--- src/hw/rtl/bstc_pkg.sv ---
// ----------------------------------------------------------------------------
// bstc_pkg
// Types, operation codes and flag mask bits of the 64-bit bit scan, test and
// count unit.
// ----------------------------------------------------------------------------
package bstc_pkg;

    localparam int WORD_W = 64;
    localparam int SEL_W  = 6;
    localparam int CNT_W  = 7;
    localparam int MASK_W = 6;

    // Operation codes.
    localparam logic [3:0] ACT_BSF    = 4'd0;
    localparam logic [3:0] ACT_BSR    = 4'd1;
    localparam logic [3:0] ACT_BT     = 4'd2;
    localparam logic [3:0] ACT_BTS    = 4'd3;
    localparam logic [3:0] ACT_BTR    = 4'd4;
    localparam logic [3:0] ACT_BTC    = 4'd5;
    localparam logic [3:0] ACT_POPCNT = 4'd6;
    localparam logic [3:0] ACT_TZCNT  = 4'd7;
    localparam logic [3:0] ACT_LZCNT  = 4'd8;
    localparam logic [3:0] ACT_BITADR = 4'd9;

    // Flag write mask bits.
    localparam logic [MASK_W-1:0] MSK_CF  = 6'h01;
    localparam logic [MASK_W-1:0] MSK_PF  = 6'h02;
    localparam logic [MASK_W-1:0] MSK_AF  = 6'h04;
    localparam logic [MASK_W-1:0] MSK_ZF  = 6'h08;
    localparam logic [MASK_W-1:0] MSK_SF  = 6'h10;
    localparam logic [MASK_W-1:0] MSK_OF  = 6'h20;
    localparam logic [MASK_W-1:0] MSK_ALL = 6'h3f;

    typedef struct packed {
        logic [3:0]        action;
        logic [WORD_W-1:0] source_value;
        logic [WORD_W-1:0] bit_offset;
        logic [WORD_W-1:0] base_address;
        logic              addr_is_64;
    } req_t;

    typedef struct packed {
        logic [WORD_W-1:0] result_value;
        logic              dest_write;
        logic              carry_flag;
        logic              parity_flag;
        logic              adjust_flag;
        logic              zero_flag;
        logic              sign_flag;
        logic              overflow_flag;
        logic [MASK_W-1:0] flag_write_mask;
    } rsp_t;

endpackage

--- src/hw/rtl/bstc_popcount.sv ---
// ----------------------------------------------------------------------------
// bstc_popcount
// Adder tree that counts the set bits of a 64-bit word.
// ----------------------------------------------------------------------------
module bstc_popcount
(
    input  logic [bstc_pkg::WORD_W-1:0] word,
    output logic [bstc_pkg::CNT_W-1:0]  count
);
    import bstc_pkg::*;

    logic [1:0] lvl1 [32];
    logic [2:0] lvl2 [16];
    logic [3:0] lvl3 [8];
    logic [4:0] lvl4 [4];
    logic [5:0] lvl5 [2];

    always_comb
    begin
        for (int i = 0; i < 32; i++)
        begin
            lvl1[i] = {1'b0, word[2*i]} + {1'b0, word[2*i+1]};
        end
        for (int i = 0; i < 16; i++)
        begin
            lvl2[i] = {1'b0, lvl1[2*i]} + {1'b0, lvl1[2*i+1]};
        end
        for (int i = 0; i < 8; i++)
        begin
            lvl3[i] = {1'b0, lvl2[2*i]} + {1'b0, lvl2[2*i+1]};
        end
        for (int i = 0; i < 4; i++)
        begin
            lvl4[i] = {1'b0, lvl3[2*i]} + {1'b0, lvl3[2*i+1]};
        end
        for (int i = 0; i < 2; i++)
        begin
            lvl5[i] = {1'b0, lvl4[2*i]} + {1'b0, lvl4[2*i+1]};
        end
        count = {1'b0, lvl5[0]} + {1'b0, lvl5[1]};
    end

endmodule

--- src/hw/rtl/bstc_exec.sv ---
// ----------------------------------------------------------------------------
// bstc_exec
// Combinational datapath: scans, bit tests, counts and the bit-string
// address step for one item.
// ----------------------------------------------------------------------------
module bstc_exec
(
    input  bstc_pkg::req_t op,
    output bstc_pkg::rsp_t res
);
    import bstc_pkg::*;

    logic [SEL_W-1:0]  sel;
    logic [WORD_W-1:0] bit_mask;
    logic [WORD_W-1:0] src_rev;
    logic [WORD_W-1:0] scan_in;
    logic [WORD_W-1:0] low_fill;
    logic [WORD_W-1:0] cnt_in;
    logic [WORD_W-1:0] qword_step;
    logic [WORD_W-1:0] bit_addr;
    logic [CNT_W-1:0]  cnt;
    logic              scan_rev;
    logic              src_zero;

    // Trailing zero count is the population count of the ones below the
    // lowest set bit; leading zeros use the same path on the reversed word.
    always_comb
    begin
        for (int i = 0; i < WORD_W; i++)
        begin
            src_rev[i] = op.source_value[WORD_W-1-i];
        end
        scan_rev = (op.action == ACT_BSR) || (op.action == ACT_LZCNT);
        scan_in  = scan_rev ? src_rev : op.source_value;
        low_fill = (scan_in - 64'd1) & ~scan_in;
        cnt_in   = (op.action == ACT_POPCNT) ? op.source_value : low_fill;
    end

    bstc_popcount u_popcount
    (
        .word  (cnt_in),
        .count (cnt)
    );

    always_comb
    begin
        sel        = op.bit_offset[SEL_W-1:0];
        bit_mask   = 64'd1 << sel;
        src_zero   = (op.source_value == '0);
        // Arithmetic shift by six then times eight, as one sign-filled field.
        qword_step = {{3{op.bit_offset[WORD_W-1]}}, op.bit_offset[WORD_W-1:SEL_W], 3'b000};
        bit_addr   = op.base_address + qword_step;

        res = '0;
        case (op.action)
            ACT_BSF, ACT_BSR:
            begin
                if (src_zero)
                begin
                    res.zero_flag       = 1'b1;
                    res.flag_write_mask = MSK_ZF;
                end
                else
                begin
                    if (op.action == ACT_BSF)
                    begin
                        res.result_value = {58'd0, cnt[SEL_W-1:0]};
                    end
                    else
                    begin
                        res.result_value = {58'd0, 6'd63 - cnt[SEL_W-1:0]};
                    end
                    res.dest_write      = 1'b1;
                    res.parity_flag     = ~^res.result_value[7:0];
                    res.sign_flag       = res.result_value[WORD_W-1];
                    res.flag_write_mask = MSK_ALL;
                end
            end
            ACT_BT:
            begin
                res.result_value    = op.source_value;
                res.carry_flag      = op.source_value[sel];
                res.flag_write_mask = MSK_CF;
            end
            ACT_BTS:
            begin
                res.result_value    = op.source_value | bit_mask;
                res.dest_write      = 1'b1;
                res.carry_flag      = op.source_value[sel];
                res.flag_write_mask = MSK_CF;
            end
            ACT_BTR:
            begin
                res.result_value    = op.source_value & ~bit_mask;
                res.dest_write      = 1'b1;
                res.carry_flag      = op.source_value[sel];
                res.flag_write_mask = MSK_CF;
            end
            ACT_BTC:
            begin
                res.result_value    = op.source_value ^ bit_mask;
                res.dest_write      = 1'b1;
                res.carry_flag      = op.source_value[sel];
                res.flag_write_mask = MSK_CF;
            end
            ACT_POPCNT:
            begin
                res.result_value    = {57'd0, cnt};
                res.dest_write      = 1'b1;
                res.zero_flag       = (cnt == '0);
                res.flag_write_mask = MSK_ALL;
            end
            ACT_TZCNT, ACT_LZCNT:
            begin
                res.result_value    = {57'd0, cnt};
                res.dest_write      = 1'b1;
                res.carry_flag      = src_zero;
                res.zero_flag       = (cnt == '0);
                res.flag_write_mask = MSK_CF | MSK_ZF;
            end
            ACT_BITADR:
            begin
                if (op.addr_is_64)
                begin
                    res.result_value = bit_addr;
                end
                else
                begin
                    res.result_value = {32'd0, bit_addr[31:0]};
                end
            end
            default:
            begin
                res = '0;
            end
        endcase
    end

endmodule

--- src/hw/rtl/bit_scan_test_count_unit64.sv ---
// ----------------------------------------------------------------------------
// bit_scan_test_count_unit64
// A 64-bit bit scan, bit test, population count and zero count unit that
// also steps bit-string addresses. Each item passes through an input
// register, one short combinational pass (one 64-bit subtract feeding a
// shared popcount tree, or the 64-bit address add) and a result register,
// so each result leaves from the result register. A new item is accepted
// every cycle unless the input side stalls. Both registers hold while the
// result side stalls, and the input side stalls only when both are full.
// ----------------------------------------------------------------------------
module bit_scan_test_count_unit64
(
    input  logic           clk,
    input  logic           rst_n,
    input  logic           req_valid,
    output logic           req_stall,
    input  bstc_pkg::req_t req,
    output logic           rsp_valid,
    input  logic           rsp_stall,
    output bstc_pkg::rsp_t rsp
);
    import bstc_pkg::*;

    logic s1_valid_reg;
    logic s1_valid_next;
    req_t s1_item_reg;
    logic out_valid_reg;
    logic out_valid_next;
    rsp_t out_item_reg;
    rsp_t exec_rsp;
    logic s1_ready;
    logic out_ready;

    bstc_exec u_exec
    (
        .op  (s1_item_reg),
        .res (exec_rsp)
    );

    always_comb
    begin
        out_ready      = !out_valid_reg || !rsp_stall;
        s1_ready       = !s1_valid_reg || out_ready;
        s1_valid_next  = s1_ready ? req_valid : s1_valid_reg;
        out_valid_next = out_ready ? s1_valid_reg : out_valid_reg;
    end

    always_ff @(posedge clk or negedge rst_n)
    begin
        if (!rst_n)
        begin
            s1_valid_reg  <= 1'b0;
            out_valid_reg <= 1'b0;
        end
        else
        begin
            s1_valid_reg  <= s1_valid_next;
            out_valid_reg <= out_valid_next;
        end
    end

    always_ff @(posedge clk)
    begin
        if (s1_ready && req_valid)
        begin
            s1_item_reg <= req;
        end
        if (out_ready && s1_valid_reg)
        begin
            out_item_reg <= exec_rsp;
        end
    end

    assign req_stall = !s1_ready;
    assign rsp_valid = out_valid_reg;
    assign rsp       = out_item_reg;

endmodule

--- config.mk ---
export PLATFORM = sky130hd
export DESIGN_NAME = bit_scan_test_count_unit64
export DESIGN_NICKNAME = d
export VERILOG_FILES = /design/src/hw/rtl/bstc_pkg.sv /design/src/hw/rtl/bstc_popcount.sv /design/src/hw/rtl/bstc_exec.sv /design/src/hw/rtl/bit_scan_test_count_unit64.sv
export SDC_FILE = /design/constraint.sdc
export NUM_CORES = 1
export LEC_CHECK = 0
export BUFFER_PORTS_ARGS = -buffer_cell sky130_fd_sc_hd__buf_2
export CORE_MARGIN = 2
export CORE_UTILIZATION = 64
export CTS_BUF_LIST = sky130_fd_sc_hd__clkbuf_16
export DETAILED_ROUTE_END_ITERATION = 12
export PLACE_DENSITY_LB_ADDON = 0.25
export SYNTH_ARGS = -nofsm -noshare
export SYNTH_HDL_FRONTEND = slang
export SYNTH_SLANG_ARGS = --single-unit
export TNS_END_PERCENT = 10
--- constraint.sdc ---
create_clock -name clk -period 13.7 [get_ports clk]
set_clock_uncertainty 0.15 [all_clocks]
set_input_delay 2.74 -clock clk [delete_from_list [all_inputs] [get_ports clk]]
set_output_delay 2.74 -clock clk [all_outputs]
set_load 0.05 [all_outputs]
# [Yosys cells after proc, flatten, opt, wreduce, memory -nomap -nowiden]
# Index checks and enable logic that the tools add are counted.
[classes] add_sub_neg=66 order_cmp=1 n_eq_ne=9 shifts=1 mux=16 bitwise=7 n_reduce_logical=19
[ops] op="$pmux 64 s7" n=1
[ops] op="$mux 64" n=5
[ops] op="$and 64x64->64" n=2
[ops] op="$not 64->64" n=2
[ops] op="$mux 65" n=1
[ops] op="$add 1x1->2" n=32
[ops] op="$add 64x64->64" n=1
[ops] op="$logic_not 64->1" n=1
[ops] op="$or 64x64->64" n=1
[ops] op="$shl 1x6->64 const A" n=1
[ops] op="$sub 64x1->64 const B" n=1
[ops] op="$xor 64x64->64" n=1
[ops] op="$add 2x2->3" n=16
[ops] op="$add 3x3->4" n=8
[ops] op="$pmux 6 s4" n=1
[ops] op="$add 4x4->5" n=4
[ops] op="$eq 4x3->1 const B" n=4
[ops] op="$add 5x5->6" n=2
[ops] op="$mux 6" n=2
[ops] op="$eq 4x2->1 const B" n=2
[ops] op="$eq 4x4->1 const B" n=2
[ops] op="$reduce_xnor 8->1" n=1
[ops] op="$add 6x6->7" n=1
[ops] op="$logic_not 7->1" n=1
[ops] op="other kinds (15)" n=26
[totals] ff_bits=274 in_bits=201 out_inout_bits=79 word_cells=133

# [Logic depth before layout (Yosys ltp)]
[depth] depth_word=18 depth_mapped=36 ltp_nobuf=34

# [Modules after synthesis]
# A second synthesis with hierarchy kept.
[unflattened] hier_cells=1993 area_unflattened_um2=20060.5
[by_module_without_submodules] module="bstc_exec" n_inst=1 cells_per_inst=1539 area_per_inst_um2=10010.9 seq_area_each_um2=0.0
[by_module_without_submodules] module="bit_scan_test_count_unit64" n_inst=1 cells_per_inst=282 area_per_inst_um2=8320.5 seq_area_each_um2=8277.9
[by_module_without_submodules] module="bstc_popcount" n_inst=1 cells_per_inst=172 area_per_inst_um2=1729.2 seq_area_each_um2=0.0

# [Worst setup path after synthesis]
# OpenSTA, ideal clock, no wires.
[synth_timing] kind="register to register" start="reg s1_item_reg[185] in the netlist's numbering" end="reg out_item_reg, in the netlist rsp[10], data pin" setup_time_ns=0.260 arrival_ns=8.855 t_required_ns=13.290 path_slack_ns=4.435 path_stages_with_launch=36 path_buffers=1 period_less_slack_ns=9.265 cell_sequence="edfxtp_1 or3_4 nor4_4 mux2i_1 nor3_4 o21ai_2 or3_1 buf_2 or2_1 a211o_4 nor4_4 a32oi_1 fa_1 inv_1 fa_1 fa_1 inv_1 fa_1 inv_1 fa_1 fa_1 fa_1 inv_1 fa_1 inv_1 ha_1 inv_1 fa_1 inv_1 a21oi_1 o21bai_1 xor2_1 xnor2_1 xnor2_1 xnor2_1 nor2_1"
[synth_via] elab_chain_cells=15 elab_cells_between_ends=71 classes_between="add/sub: 61; mux: 5; bitwise: 2; reduce/logical: 3"
[synth_rtl] element="start: declaration" line_no="bit_scan_test_count_unit64.sv:26" rtl="req_t s1_item_reg;"
[synth_rtl] element="start signal: assignment" line_no="bit_scan_test_count_unit64.sv:66" rtl="s1_item_reg <= req;"
[synth_rtl] element="$mux 64" line_no="bstc_exec.sv:34" rtl="scan_in = scan_rev ? src_rev : op.source_value;"
[synth_rtl] element="$sub 64x1->64 / $not 64->64 (equally long branches)" line_no="bstc_exec.sv:35" rtl="low_fill = (scan_in - 64'd1) & ~scan_in;"
[synth_rtl] element="$and 64x64->64" line_no="bstc_exec.sv:35"
[synth_rtl] element="$mux 64" line_no="bstc_exec.sv:36" rtl="cnt_in = (op.action == ACT_POPCNT) ? op.source_value : low_fill;"
[synth_rtl] element="$add 1x1->2" line_no="bstc_popcount.sv:22" rtl="lvl1[i] = {1'b0, word[2*i]} + {1'b0, word[2*i+1]};"
[synth_rtl] element="$add 2x2->3" line_no="bstc_popcount.sv:26" rtl="lvl2[i] = {1'b0, lvl1[2*i]} + {1'b0, lvl1[2*i+1]};"
[synth_rtl] element="$add 3x3->4" line_no="bstc_popcount.sv:30" rtl="lvl3[i] = {1'b0, lvl2[2*i]} + {1'b0, lvl2[2*i+1]};"
[synth_rtl] element="$add 4x4->5" line_no="bstc_popcount.sv:34" rtl="lvl4[i] = {1'b0, lvl3[2*i]} + {1'b0, lvl3[2*i+1]};"
[synth_rtl] element="$add 5x5->6" line_no="bstc_popcount.sv:38" rtl="lvl5[i] = {1'b0, lvl4[2*i]} + {1'b0, lvl4[2*i+1]};"
[synth_rtl] element="$add 6x6->7" line_no="bstc_popcount.sv:40" rtl="count = {1'b0, lvl5[0]} + {1'b0, lvl5[1]};"
[synth_rtl] element="$sub 6x6->6" line_no="bstc_exec.sv:71" rtl="res.result_value = {58'd0, 6'd63 - cnt[SEL_W-1:0]};"
[synth_rtl] element="$mux 6" line_no="bstc_exec.sv:65" rtl="if (op.action == ACT_BSF)"
[synth_rtl] element="$mux 64" line_no="bstc_exec.sv:58" rtl="if (src_zero)"
[synth_rtl] element="$mux 64" line_no="bstc_exec.sv:55" rtl="case (op.action)"
[synth_rtl] element="$reduce_xnor 8->1" line_no="bstc_exec.sv:74" rtl="res.parity_flag = ~^res.result_value[7:0];"
[synth_rtl] element="end signal: assignment" line_no="bit_scan_test_count_unit64.sv:70" rtl="out_item_reg <= exec_rsp;"
[synth_rtl] element="end: declaration" line_no="bit_scan_test_count_unit64.sv:29" rtl="rsp_t out_item_reg;"
# Parallel ways exist; a longest one is shown, timed or not. The select of a mux whose other input is x is not followed.
# A chain may end at the register's enable or synchronous reset.

# [Final worst setup path]
[layout_timing] start="reg s1_item_reg[194] in the netlist's numbering" end="reg out_item_reg, in the netlist rsp[10], data pin"
[layout_via] elab_chain_cells=17 elab_cells_between_ends=81 classes_between="add/sub: 65; eq/ne: 3; mux: 5; bitwise: 3; reduce/logical: 5"
[layout_rtl] element="$eq 4x1->1 / $eq 4x4->1 (equally long branches)" line_no="bstc_exec.sv:33, bstc_exec.sv:55"
[layout_rtl] element="$logic_or 1x1->1" line_no="bstc_exec.sv:33" rtl="scan_rev = (op.action == ACT_BSR) || (op.action == ACT_LZCNT);"
[layout_rtl] element="$mux 64" line_no="bstc_exec.sv:34"
[layout_rtl] element="$sub 64x1->64 / $not 64->64 (equally long branches)" line_no="bstc_exec.sv:35"
[layout_rtl] element="$and 64x64->64" line_no="bstc_exec.sv:35"
[layout_rtl] element="$mux 64" line_no="bstc_exec.sv:36"
[layout_rtl] element="$add 1x1->2" line_no="bstc_popcount.sv:22"
[layout_rtl] element="$add 2x2->3" line_no="bstc_popcount.sv:26"
[layout_rtl] element="$add 3x3->4" line_no="bstc_popcount.sv:30"
[layout_rtl] element="$add 4x4->5" line_no="bstc_popcount.sv:34"
[layout_rtl] element="$add 5x5->6" line_no="bstc_popcount.sv:38"
[layout_rtl] element="$add 6x6->7" line_no="bstc_popcount.sv:40"
[layout_rtl] element="$sub 6x6->6" line_no="bstc_exec.sv:71"
[layout_rtl] element="$mux 6" line_no="bstc_exec.sv:65"
[layout_rtl] element="$mux 64" line_no="bstc_exec.sv:58"
[layout_rtl] element="$mux 64" line_no="bstc_exec.sv:55"
[layout_rtl] element="$reduce_xnor 8->1" line_no="bstc_exec.sv:74"
# Parallel ways exist; a longest one is shown, timed or not. The select of a mux whose other input is x is not followed.

==> impl_summary.md <==
Setup path
On the worst path, the slowest cell contributes a delay of a little under 0.6 ns. The standard cell with the maximum stage delay on the critical path is edfxtp_1. For the worst setup path, the data arrival time is 10.52 ns. The kind of cell adding the most delay to the critical path is adder cells. The maximum fanout along the worst path is 50.

Counting both buffers and inverters, the worst setup path holds a total of 8. The required time at the worst-slack endpoint is between 10 and 15 ns. The critical path startpoint category is a flip-flop. The setup path with the least slack is of type reg2reg. STA classifies the critical path endpoint as a flip-flop. The cell seen most often among critical-path stages is fa_1.

Timing
The upper clock frequency limit is between 90 and 100 MHz. The total negative slack is 0 ns. The number of hold violations in the final report is 0.

The post-route fraction of the period consumed by the critical path is 0.756. Setup repair after global routing left no endpoint under its margin. Setup slack on the critical path of the routed design comes to 3.35 ns.

The final-layout worst hold slack is about 0.37 ns. The final number of max-transition violations was 0. Setup violations remaining at the end of the flow were counted as 0. For the finished layout, the period the worst path requires is around 10 ns. The worst-case headroom to the max-slew limit is 0.145. The transition time at the pin with the least slew margin is 1.27 ns.

Finish
0 antenna diodes ended up in the layout. The register with the most flip-flops in the layout has 197 of them. The final layout contains 2527 nets. The fill cell instance count of the final layout is 2018. In the final layout, the share of cells above drive strength 1 is 0.180. The design area is approximately 22000 um^2. The area growth from synthesis to layout is 12.9%.

Pwr
For this design the ratio of total power to cell area is around 120 nW/um^2. The leakage power summed over all cells is between 9 and 10 nW. The post-layout total power is between 2 and 3 mW. The worst-case IR drop observed on VDD is 0.139 mV.

Die
The total die area is roughly 32000 um^2. The floorplan step set the die width to about 180 um. 280 I/O pins were placed. The floorplan has 63 rows.

The die is roughly 180 um tall. The initial standard-cell utilization of the core is 0.655. The floorplan step defined a core boundary enclosing between 20000 and 30000 um^2.

Routing
For this block, the initial DRC count from the detailed router was approximately 2500. The via count normalized by instance count is between 6 and 7. The length of the first detailed-routing pass in iterations is 12.

The average wire per standard cell is approximately 27 um. The via count is approximately 17000. The final layout contains routed wiring with a total length of 65800 um. The number of remaining DRC errors is 0. The number of antenna-violating nets in the routed design is 0.

Clock network
The clock reaches the later pin of the worst-skew pair after around 0.58 ns. Buffers inserted to repair hold after CTS numbered 0. The clock-pin slew on the worst setup and hold paths is around 0.060 ns.

The number of H-tree levels is 1. In this run the post-CTS setup repair buffer count came out at 0. After clock tree synthesis, the repair step resized 0 gates. The CTS sink count is 270. The tree is rooted in a clkbuf_16. Clock tree synthesis inserted a total of 29 buffers. The clock passes through at most 3 buffers. The CTS tree is yes.

Global routing
The first global-routing pass estimated between 90000 and 100000 um of wire. The total congestion overflow after global routing is 0. The overall global routing resource usage is 0.410. The initial antenna violation count is 1. The via count of the first global-routing pass is about 17000. Entering global routing, the biggest net connects between 70 and 80 pins.

Placed design
Port buffering added about 280 buffers. Timing analysis after detailed placement gives a worst setup slack of around 3.5 ns. The congestion estimate from routability-driven global placement came to between 1 and 1.5. In this run the cell area measured after placement is ~21000 um^2.

The detailed-placement wirelength estimate is a little under 50000 um.

Synthesis
The number of synthesized flops with an enable pin is 268. The netlist uses between 70 and 80 different library cells. During synthesis, Yosys emitted a total of 0 warnings.

The top cell type's share of synthesized area is 0.412. In the synthesized netlist the dominant register cell turns out to be edfxtp_1. Yosys instantiated no cell more often than edfxtp_1. The synthesized cell area is ~20000 um^2. The fraction of synthesis flops using an asynchronous set or reset pin is 0.00741. The register bit total from synthesis is 270. The post-synthesis cell count is ~1800.

After synthesis, the mean cell area works out to 10.6 um^2. The share of the Yosys chip area taken by registers is 0.415. Sorting the synthesized cells by area gives the leading types as edfxtp_1 (41%), ha_1 (13%), fa_1 (5.6%), nand2_1 (3.8%), a21oi_1 (3.3%). The synthesized design spends more area on one cell type than any other, namely edfxtp_1.

By count the netlist is led by edfxtp_1 (268), ha_1 (203), nand2_1 (195).

Hold path
The worst hold path belongs to the class reg2reg.

Run status
The run finished with clean final reports.

Flow run
The number of violations of the max-capacitance limit is 0.
-- cell families (layout without fill, tap and decap cells) --
kind of cell | Yosys count | after routing | synth area share
AOI/OAI and AO/OA | 509 | 509 | 0.176
and+or+nand+nor | 466 | 466 | 0.112
DFF | 270 | 270 | 0.415
adders and majority gates | 258 | 258 | 0.187
buffers and inverters | 240 | 478 | 0.0474
xor gates and xnor gates | 71 | 71 | 0.0319
muxes | 34 | 34 | 0.0310
other | 1 | 3 | 0.000192
-- layout make-up --
class / instances / area, um^2 / area share
Multi-Input combinational cell: 1341 / 10600 / 0.479
Timing Repair Buffer: 294 / 1520 / 0.0688
Clock buffer: 29 / 726 / 0.0329
Sequential cell: 270 / 8100 / 0.368
Tap cell: 390 / 488 / 0.0221
Clock inverter: 23 / 155 / 0.00704
Inverter: 132 / 495 / 0.0225
-- cell usage in the layout, fill, tap and decap left out, drive strengths merged, types with 8 or more instances in the layout --
master	instances
inv	141
xnor2	37
buf	294
or3	8
and2	8
o21ai	108
a31oi	16
ha	203
a22oi	25
nand2b	12
edfxtp	268
nand4	29
and3	10
nand3	29
o21bai	16
a21oi	128
a222oi	44
nor3	36
nor2	96
clkbuf	29
nand2	195
o221ai	42
a21o	34
o22ai	19
xor2	34
nor4	17
o211ai	10
clkinv	10
mux4	21
mux2i	11
fa	55
-- per-layer routing --
metal / up-vias / track usage / share of wire
met1: 8231 / 0.528 / 0.36
met5: - / 0 / 0.00018
met4: 2 / 0.173 / 0.052
li1: 7388 / - / -
met2: 1425 / 0.682 / 0.48
met3: 236 / 0.0776 / 0.11
-- final timing paths --
path	endpoint	startpoint	slack (ns)	depth (start not counted)
max in group asynchronous	rsp_valid	rst_n	11.52	1
worst min-delay path	rsp_valid	s1_valid_reg	0.37	1
worst min register to register	rsp_valid	s1_valid_reg	0.37	1
worst max register to register	rsp[10]	s1_item_reg[194]	3.35	35
min in group asynchronous	s1_valid_reg	rst_n	1.78	1
worst max-delay path	rsp[10]	s1_item_reg[194]	3.35	35
-- worst reg2reg max path: cells and delay by family (launching register included) --
family / cells / cell delay [ns]
AO/OA/AOI/OAI: 5 / 0.87
XOR/XNOR: 4 / 0.88
adder cells (fa/ha/maj): 10 / 4.62
buffers and inverters: 8 / 0.91
flip-flops: 1 / 0.59
AND/OR/NAND/NOR: 8 / 2.10
-- through the flow --
step           utilization  instances
5_1_grt              0.739       2479
6_report             0.739       2479
2_1_floorplan            -       1851
3_5_place_dp         0.710       2427
4_1_cts              0.739       2479
3_3_place_gp         0.710       2427
-- power by group --
| group | total (mW) | switching, mW | internal, mW |
|---|---|---|---|
| registers | 1.04 | 0.0515 | 0.990 |
| logic | 0.798 | 0.509 | 0.289 |
| clock network | 0.748 | 0.344 | 0.405 |
Power figures use the tool's default switching activity.
